==> src/rtl/sha1bsh_pkg.sv <==
// shared types, constants and helper functions for the sha-1 byte stream hash
package sha1bsh_pkg;

	localparam int unsigned BLOCK_BYTES = 64;
	localparam int unsigned LEN_BYTES   = 8;
	localparam int unsigned ROUNDS      = 80;
	localparam int unsigned DIGEST_WORDS = 5;

	localparam logic [6:0] LAST_OFF  = 7'(BLOCK_BYTES - 1);
	localparam logic [6:0] LEN_OFF   = 7'(BLOCK_BYTES - LEN_BYTES);
	localparam logic [6:0] LAST_RND  = 7'(ROUNDS - 1);
	localparam logic [2:0] LAST_IDX  = 3'(DIGEST_WORDS - 1);
	localparam logic [7:0] PAD_MARK  = 8'h80;

	localparam logic [31:0] H_INIT [DIGEST_WORDS] = '{
		32'h67452301, 32'hEFCDAB89, 32'h98BADCFE, 32'h10325476, 32'hC3D2E1F0
	};

	localparam logic [31:0] K_0 = 32'h5A827999;
	localparam logic [31:0] K_1 = 32'h6ED9EBA1;
	localparam logic [31:0] K_2 = 32'h8F1BBCDC;
	localparam logic [31:0] K_3 = 32'hCA62C1D6;

	typedef enum logic [2:0] {
		ST_IDLE,
		ST_LOAD,
		ST_ROUND,
		ST_ADD,
		ST_PAD,
		ST_DONE
	} state_t;

	typedef enum logic [1:0] {
		BSEL_DATA,
		BSEL_MARK,
		BSEL_ZERO,
		BSEL_LEN
	} byte_sel_t;

	typedef struct packed {
		logic      insert;
		byte_sel_t bsel;
		logic      count_en;
		logic      load_work;
		logic      round_en;
		logic [6:0] rnd;
		logic      add_chain;
		logic      capture;
	} cmd_t;

	typedef struct packed {
		logic [6:0] offset;
		logic       out_busy;
	} sts_t;

	function automatic logic [31:0] round_k(input logic [6:0] rnd);
		logic [31:0] k;
		if (rnd < 7'd20) begin
			k = K_0;
		end else if (rnd < 7'd40) begin
			k = K_1;
		end else if (rnd < 7'd60) begin
			k = K_2;
		end else begin
			k = K_3;
		end
		return k;
	endfunction

	function automatic logic [31:0] round_f(input logic [6:0] rnd, input logic [31:0] b,
			input logic [31:0] c, input logic [31:0] d);
		logic [31:0] f;
		if (rnd < 7'd20) begin
			f = (b & c) | (~b & d);
		end else if (rnd >= 7'd40 && rnd < 7'd60) begin
			f = (b & c) | (b & d) | (c & d);
		end else begin
			f = b ^ c ^ d;
		end
		return f;
	endfunction

endpackage

==> src/rtl/sha1bsh_ctrl.sv <==
// controller state machine: byte intake, padding sequence, round count, digest hand-off
module sha1bsh_ctrl (
	input  logic                clk,
	input  logic                arst_n,
	input  logic                in_valid,
	input  logic                has_byte,
	input  logic                end_of_message,
	output logic                in_ready,
	input  sha1bsh_pkg::sts_t   sts,
	output sha1bsh_pkg::cmd_t   cmd
);
	import sha1bsh_pkg::*;

	state_t     state_q, state_d;
	logic [6:0] rnd_q, rnd_d;
	logic       end_q, end_d;
	logic       mark_q, mark_d;
	logic       len_ok_q, len_ok_d;

	always_ff @(posedge clk or negedge arst_n) begin
		if (!arst_n) begin
			state_q  <= ST_IDLE;
			rnd_q    <= '0;
			end_q    <= 1'b0;
			mark_q   <= 1'b0;
			len_ok_q <= 1'b0;
		end else begin
			state_q  <= state_d;
			rnd_q    <= rnd_d;
			end_q    <= end_d;
			mark_q   <= mark_d;
			len_ok_q <= len_ok_d;
		end
	end

	always_comb begin
		state_d  = state_q;
		rnd_d    = rnd_q;
		end_d    = end_q;
		mark_d   = mark_q;
		len_ok_d = len_ok_q;
		cmd      = '0;
		cmd.bsel = BSEL_DATA;
		cmd.rnd  = rnd_q;
		in_ready = 1'b0;
		unique case (state_q)
			ST_IDLE: begin
				in_ready = 1'b1;
				if (in_valid) begin
					if (has_byte) begin
						cmd.insert   = 1'b1;
						cmd.bsel     = BSEL_DATA;
						cmd.count_en = 1'b1;
					end
					if (has_byte && sts.offset == LAST_OFF) begin
						state_d = ST_LOAD;
						end_d   = end_of_message;
					end else if (end_of_message) begin
						state_d = ST_PAD;
						end_d   = 1'b1;
					end
				end
			end
			ST_LOAD: begin
				cmd.load_work = 1'b1;
				rnd_d         = '0;
				state_d       = ST_ROUND;
			end
			ST_ROUND: begin
				cmd.round_en = 1'b1;
				if (rnd_q == LAST_RND) begin
					state_d = ST_ADD;
				end else begin
					rnd_d = rnd_q + 7'd1;
				end
			end
			ST_ADD: begin
				cmd.add_chain = 1'b1;
				if (!end_q) begin
					state_d = ST_IDLE;
				end else if (mark_q && len_ok_q) begin
					state_d = ST_DONE;
				end else begin
					if (mark_q) begin
						len_ok_d = 1'b1;
					end
					state_d = ST_PAD;
				end
			end
			ST_PAD: begin
				cmd.insert = 1'b1;
				if (!mark_q) begin
					cmd.bsel = BSEL_MARK;
					mark_d   = 1'b1;
					len_ok_d = (sts.offset < LEN_OFF);
				end else if (!len_ok_q || sts.offset < LEN_OFF) begin
					cmd.bsel = BSEL_ZERO;
				end else begin
					cmd.bsel = BSEL_LEN;
				end
				if (sts.offset == LAST_OFF) begin
					state_d = ST_LOAD;
				end
			end
			ST_DONE: begin
				if (!sts.out_busy) begin
					cmd.capture = 1'b1;
					end_d       = 1'b0;
					mark_d      = 1'b0;
					len_ok_d    = 1'b0;
					state_d     = ST_IDLE;
				end
			end
			default: begin
				state_d = ST_IDLE;
			end
		endcase
	end

endmodule

==> src/rtl/sha1bsh_dp.sv <==
// datapath: message shift line, bit count, round unit, chaining words, digest output register
module sha1bsh_dp (
	input  logic                clk,
	input  logic                arst_n,
	input  logic [7:0]          data_byte,
	input  sha1bsh_pkg::cmd_t   cmd,
	output sha1bsh_pkg::sts_t   sts,
	output logic                out_valid,
	input  logic                out_ready,
	output logic [31:0]         digest_word,
	output logic [2:0]          word_index,
	output logic                last_word,
	output logic                length_overflow
);
	import sha1bsh_pkg::*;

	logic [511:0] msg_q;
	logic [6:0]   off_q;
	logic [63:0]  cnt_q;
	logic         ovf_q;
	logic [31:0]  h_q [DIGEST_WORDS];
	logic [31:0]  a_q, b_q, c_q, d_q, e_q;
	logic [159:0] dig_q;
	logic [2:0]   idx_q;
	logic         busy_q;
	logic         dovf_q;

	logic [7:0]   ins_byte;
	logic [7:0]   len_byte;
	logic [64:0]  cnt_sum;
	logic [31:0]  w_cur;
	logic [31:0]  w_next;
	logic [31:0]  t_sum;

	assign len_byte = cnt_q[{~off_q[2:0], 3'b000} +: 8];
	assign cnt_sum  = {1'b0, cnt_q} + 65'd8;
	assign w_cur    = msg_q[511:480];
	assign w_next   = {w_cur ^ msg_q[447:416] ^ msg_q[255:224] ^ msg_q[95:64]} << 1
		| {31'd0, w_cur[31] ^ msg_q[447] ^ msg_q[255] ^ msg_q[95]};
	assign t_sum    = {a_q[26:0], a_q[31:27]} + round_f(cmd.rnd, b_q, c_q, d_q) + e_q
		+ round_k(cmd.rnd) + w_cur;

	always_comb begin
		case (cmd.bsel)
			BSEL_DATA: ins_byte = data_byte;
			BSEL_MARK: ins_byte = PAD_MARK;
			BSEL_ZERO: ins_byte = 8'h00;
			BSEL_LEN:  ins_byte = len_byte;
			default:   ins_byte = 8'h00;
		endcase
	end

	// message shift line and working variables
	always_ff @(posedge clk) begin
		if (cmd.insert) begin
			msg_q <= {msg_q[503:0], ins_byte};
		end else if (cmd.round_en) begin
			msg_q <= {msg_q[479:0], w_next};
		end
		if (cmd.load_work) begin
			a_q <= h_q[0];
			b_q <= h_q[1];
			c_q <= h_q[2];
			d_q <= h_q[3];
			e_q <= h_q[4];
		end else if (cmd.round_en) begin
			a_q <= t_sum;
			b_q <= a_q;
			c_q <= {b_q[1:0], b_q[31:2]};
			d_q <= c_q;
			e_q <= d_q;
		end
	end

	// offset, count, chaining words
	always_ff @(posedge clk or negedge arst_n) begin
		if (!arst_n) begin
			off_q <= '0;
			cnt_q <= '0;
			ovf_q <= 1'b0;
			for (int i = 0; i < DIGEST_WORDS; i++) begin
				h_q[i] <= H_INIT[i];
			end
		end else begin
			if (cmd.insert) begin
				off_q <= off_q + 7'd1;
			end else if (cmd.add_chain || cmd.capture) begin
				off_q <= '0;
			end
			if (cmd.capture) begin
				cnt_q <= '0;
				ovf_q <= 1'b0;
			end else if (cmd.count_en) begin
				cnt_q <= cnt_sum[63:0];
				if (cnt_sum[64]) begin
					ovf_q <= 1'b1;
				end
			end
			if (cmd.capture) begin
				for (int i = 0; i < DIGEST_WORDS; i++) begin
					h_q[i] <= H_INIT[i];
				end
			end else if (cmd.add_chain) begin
				h_q[0] <= h_q[0] + a_q;
				h_q[1] <= h_q[1] + b_q;
				h_q[2] <= h_q[2] + c_q;
				h_q[3] <= h_q[3] + d_q;
				h_q[4] <= h_q[4] + e_q;
			end
		end
	end

	// digest output register
	always_ff @(posedge clk or negedge arst_n) begin
		if (!arst_n) begin
			busy_q <= 1'b0;
			idx_q  <= '0;
		end else if (cmd.capture) begin
			busy_q <= 1'b1;
			idx_q  <= '0;
		end else if (busy_q && out_ready) begin
			if (idx_q == LAST_IDX) begin
				busy_q <= 1'b0;
			end else begin
				idx_q <= idx_q + 3'd1;
			end
		end
	end

	always_ff @(posedge clk) begin
		if (cmd.capture) begin
			dig_q  <= {h_q[0], h_q[1], h_q[2], h_q[3], h_q[4]};
			dovf_q <= ovf_q;
		end else if (busy_q && out_ready) begin
			dig_q  <= {dig_q[127:0], 32'd0};
		end
	end

	assign sts.offset      = off_q;
	assign sts.out_busy    = busy_q;
	assign out_valid       = busy_q;
	assign digest_word     = dig_q[159:128];
	assign word_index      = idx_q;
	assign last_word       = (idx_q == LAST_IDX);
	assign length_overflow = dovf_q;

endmodule

==> src/rtl/sha1_byte_stream_hash.sv <==
// top level of the sha-1 byte stream hash: controller and datapath
// Takes at most one message byte per accepted item (when has_byte is set) and
// returns the 160-bit SHA-1 digest as five 32-bit words, H0 first, after an item
// with end_of_message set. A byte that completes a 64-byte block starts a
// compression (load, 80 rounds, chain add): the single round unit does one round
// per cycle, and no input is taken until the compression ends. An end item adds
// padding bytes up to the block boundary, one or two compressions, and the move of
// the digest into the output register. The five digest words leave that register
// one per cycle as out_ready allows, while bytes of the next message are already
// being taken; the next digest waits, with no input taken, until the previous one
// has fully left. length_overflow is set on all five words when the 64-bit bit
// count wrapped during the message.
module sha1_byte_stream_hash (
	input  logic        clk,
	input  logic        arst_n,
	input  logic        in_valid,
	output logic        in_ready,
	input  logic [7:0]  data_byte,
	input  logic        has_byte,
	input  logic        end_of_message,
	output logic        out_valid,
	input  logic        out_ready,
	output logic [31:0] digest_word,
	output logic [2:0]  word_index,
	output logic        last_word,
	output logic        length_overflow
);
	import sha1bsh_pkg::*;

	cmd_t cmd;
	sts_t sts;

	sha1bsh_ctrl u_ctrl (
		.clk            (clk),
		.arst_n         (arst_n),
		.in_valid       (in_valid),
		.has_byte       (has_byte),
		.end_of_message (end_of_message),
		.in_ready       (in_ready),
		.sts            (sts),
		.cmd            (cmd)
	);

	sha1bsh_dp u_dp (
		.clk             (clk),
		.arst_n          (arst_n),
		.data_byte       (data_byte),
		.cmd             (cmd),
		.sts             (sts),
		.out_valid       (out_valid),
		.out_ready       (out_ready),
		.digest_word     (digest_word),
		.word_index      (word_index),
		.last_word       (last_word),
		.length_overflow (length_overflow)
	);

endmodule

==> config.mk <==
export PLATFORM = sky130hd
export DESIGN_NAME = sha1_byte_stream_hash
export DESIGN_NICKNAME = d
export VERILOG_FILES = /design/src/rtl/sha1bsh_pkg.sv /design/src/rtl/sha1bsh_ctrl.sv /design/src/rtl/sha1bsh_dp.sv /design/src/rtl/sha1_byte_stream_hash.sv
export SDC_FILE = /design/constraint.sdc
export NUM_CORES = 2
export LEC_CHECK = 0
export BUFFER_PORTS_ARGS = -buffer_cell sky130_fd_sc_hd__buf_2
export CAP_MARGIN = 20
export CORE_MARGIN = 4
export CORE_UTILIZATION = 35
export CTS_BUF_LIST = sky130_fd_sc_hd__clkbuf_8 sky130_fd_sc_hd__clkbuf_16
export DETAILED_ROUTE_END_ITERATION = 8
export REMOVE_ABC_BUFFERS = 1
export SLEW_MARGIN = 30
export SYNTH_ARGS = -nofsm -noshare
export SYNTH_HDL_FRONTEND = slang
export SYNTH_SLANG_ARGS = --single-unit
==> constraint.sdc <==
create_clock -name clk -period 16.4 [get_ports clk]
set_input_delay 0.82 -clock clk [delete_from_list [all_inputs] [get_ports clk]]
set_output_delay 0.82 -clock clk [all_outputs]
set_load 0.01 [all_outputs]
==> reports/qor.yml <==
routed_wl_um: 155000
worstMarginPinSlew_ps: 1010
cts_sinks: 1079
first_pass_iters: 7
cts_tree: "built"
via_per_inst: 5.16
netlist_area_um2: 59600
post_cts_resize_count: 0
timing.rr.start: "u_ctrl.rnd_q[3]"
synthTopCellsByArea: "edfxtp_1 42%, nand2_1 16%, dfrtp_1 7.0%"
num_rows: 151
core_um2: 169000
timing.rr.end: "u_dp.a_q[24]"
fin_nets: 6475
gp_congestion: 0.895
seq_area_frac_synth_pct: 52.4
synthToLayoutAreaGrowth_pct: 10.2
slew_headroom_pct: 32.7
vias: 43500
die_h_um: 421
yosys_register_bits: 1079
max_freq_ghz: 0.135
cts.hold.buffers_added: 0
final_common_cell: "nand2_1"
status: "completed"
cts-buffers-inserted: 115
end_kind: "flip-flop"
place_inst: 8210
cp_max_fo: 26
synthFlopType: "edfxtp_1"
hold_class: "in -> async"
async_flop_share_pct: 22.8
maxCapViolations: 0
r2r_cells: 24
whs_ps: 98.9
initial_core_util_pct: 35.2
hold_viol_final: 0
critPathKind: "reg -> reg"
grt_pass1_vias: 41700
setup_tns_ps: 0
io_buffers: 52
layout_common_cells: "2461 x nand2_1, 833 x edfxtp_1, 262 x o21ai_0"
required_ps: 16860
rsz0062_at_grt: "false"
clkTransAtPathRegs_ps: 70
setup_viol: 0
instances_no_fill: 8431
synth.distinct_cells: 80
synth_top_area_share_pct: 42.0
synth_edf_count: 833
first_iter_violations: 4012
r2r_slack_ps: 8990
htree_levels: 3
wl_per_cell_um: 18.4
ant_nets: 0
clk_latency_ps: 750
clockRootBuffer: "clkbuf_16"
period_share_pct: 45.2
cp.arrival_ps: 7860
grt_overflow: 0
min_period_ps: 7410
antenna_found_initial: 0
grt_max_degree: 220
die_w_um: 421
drive_above_1_share_pct: 6.49
postSynthAreaPerCell_um2: 9.62
ys_warn_count: 0
grt_use_total_pct: 17.2
slew_violations: 0
grt_pass1_wl_um: 242000
yosys.area.top_type: "edfxtp_1"
clock_path_buffers: 3
detailed_place_hpwl_um: 105000
netlist_instances: 6199
clock_skew_ps: 43.8
die-area_um2: 177000
drc: 0
startpoint_type: "flip-flop"
num_io_pins: 53
postCtsSetupRepairBufs: 0
-- flip-flops by register name, summed over array words and instances (netlist names), 32 cells and up --
signal      count
u_dp.a_q       32
u_dp.b_q       32
u_dp.c_q       32
u_dp.cnt_q     61
u_dp.d_q       32
u_dp.dig_q    160
u_dp.e_q       32
u_dp.h_q      160
u_dp.msg_q    512
-- how the worst max path moves through the flow --
| stage | cells after the start | end | slack, ps | start |
|---|---|---|---|---|
| floorplan | 3 | u_dp.msg_q[0] | -17710 | in_valid |
| global placement | 24 | u_dp.a_q[24] | 9170 | u_ctrl.rnd_q[3] |
| detailed placement | 24 | u_dp.a_q[30] | 9010 | u_ctrl.rnd_q[3] |
| CTS | 24 | u_dp.a_q[24] | 8980 | u_ctrl.rnd_q[3] |
| global route | 26 | u_dp.a_q[23] | 8520 | u_ctrl.rnd_q[3] |
| finish | 24 | u_dp.a_q[24] | 8990 | u_ctrl.rnd_q[3] |
-- worst max-delay path, stage by stage (launching register included) --
cell      delay (ps)
dfrtp_1          460
a41oi_1          620
inv_1            360
nor2_1           300
clkinv_1         130
nand2_1          280
buf_4            420
nor2_1            70
nor2_1           190
fa_1             470
fa_1             520
inv_1             50
fa_1             550
inv_1             60
ha_1             300
a211o_1          310
a2111o_1         400
a211o_1          360
a211oi_1         390
o21ai_0          170
a21oi_1          240
nor2_1            60
nor2_1           130
xor2_1           150
o21ai_0           80
-- cell families after synthesis --
| group | share of synthesized area [%] |
|---|---|
| and+or+nand+nor | 20.9 |
| DFF | 52.4 |
| AOI/OAI and AO/OA | 9.13 |
| buffers and inverters | 3.41 |
| adders and majority gates | 8.88 |
| xor gates and xnor gates | 4.42 |
| muxes | 0.856 |
-- metrics by stage --
stage | area [um2] | worst slack, ps | utilization, %
after floorplan | 58400 | -17710 | -
after global placement | 61800 | 9170 | 36.5
after detailed placement | 61800 | 9010 | 36.5
after CTS | 65600 | 8980 | 38.8
after global routing | 65700 | 8520 | 38.8
final | 65700 | 8990 | 38.8
-- metal layers --
metal / global-route usage, % / share of wire [%]
met1: 24.0 / 45
met2: 27.9 / 47
met3: 2.59 / 5.0
met4: 4.75 / 2.9
met5: 0 / 0
-- area by class of cell --
| type | instances | area [um2] |
|---|---|---|
| tap | 2218 | 2780 |
| antenna | 2 | 5.00 |
| fill | 16700 | 104000 |
| inverter | 208 | 788 |
| multi-input combinational | 4614 | 26400 |
| clock buffer | 128 | 3080 |
| timing repair buffer | 94 | 716 |
| clock inverter | 88 | 697 |
| sequential | 1079 | 31300 |
-- synthesized netlist by cell type (60+ instances only) --
cell / number
nand3_1: 60
fa_1: 124
ha_1: 225
a21o_1: 93
xor2_1: 123
nor2_1: 229
clkbuf_1: 258
a21oi_1: 221
xnor2_1: 178
nand2_1: 2465
o21ai_0: 264
dfstp_2: 80
inv_1: 206
edfxtp_1: 833
dfrtp_1: 166
Power is not shown: default switching activity piles up to over one toggle a cycle in this logic, so the estimate is an artifact.
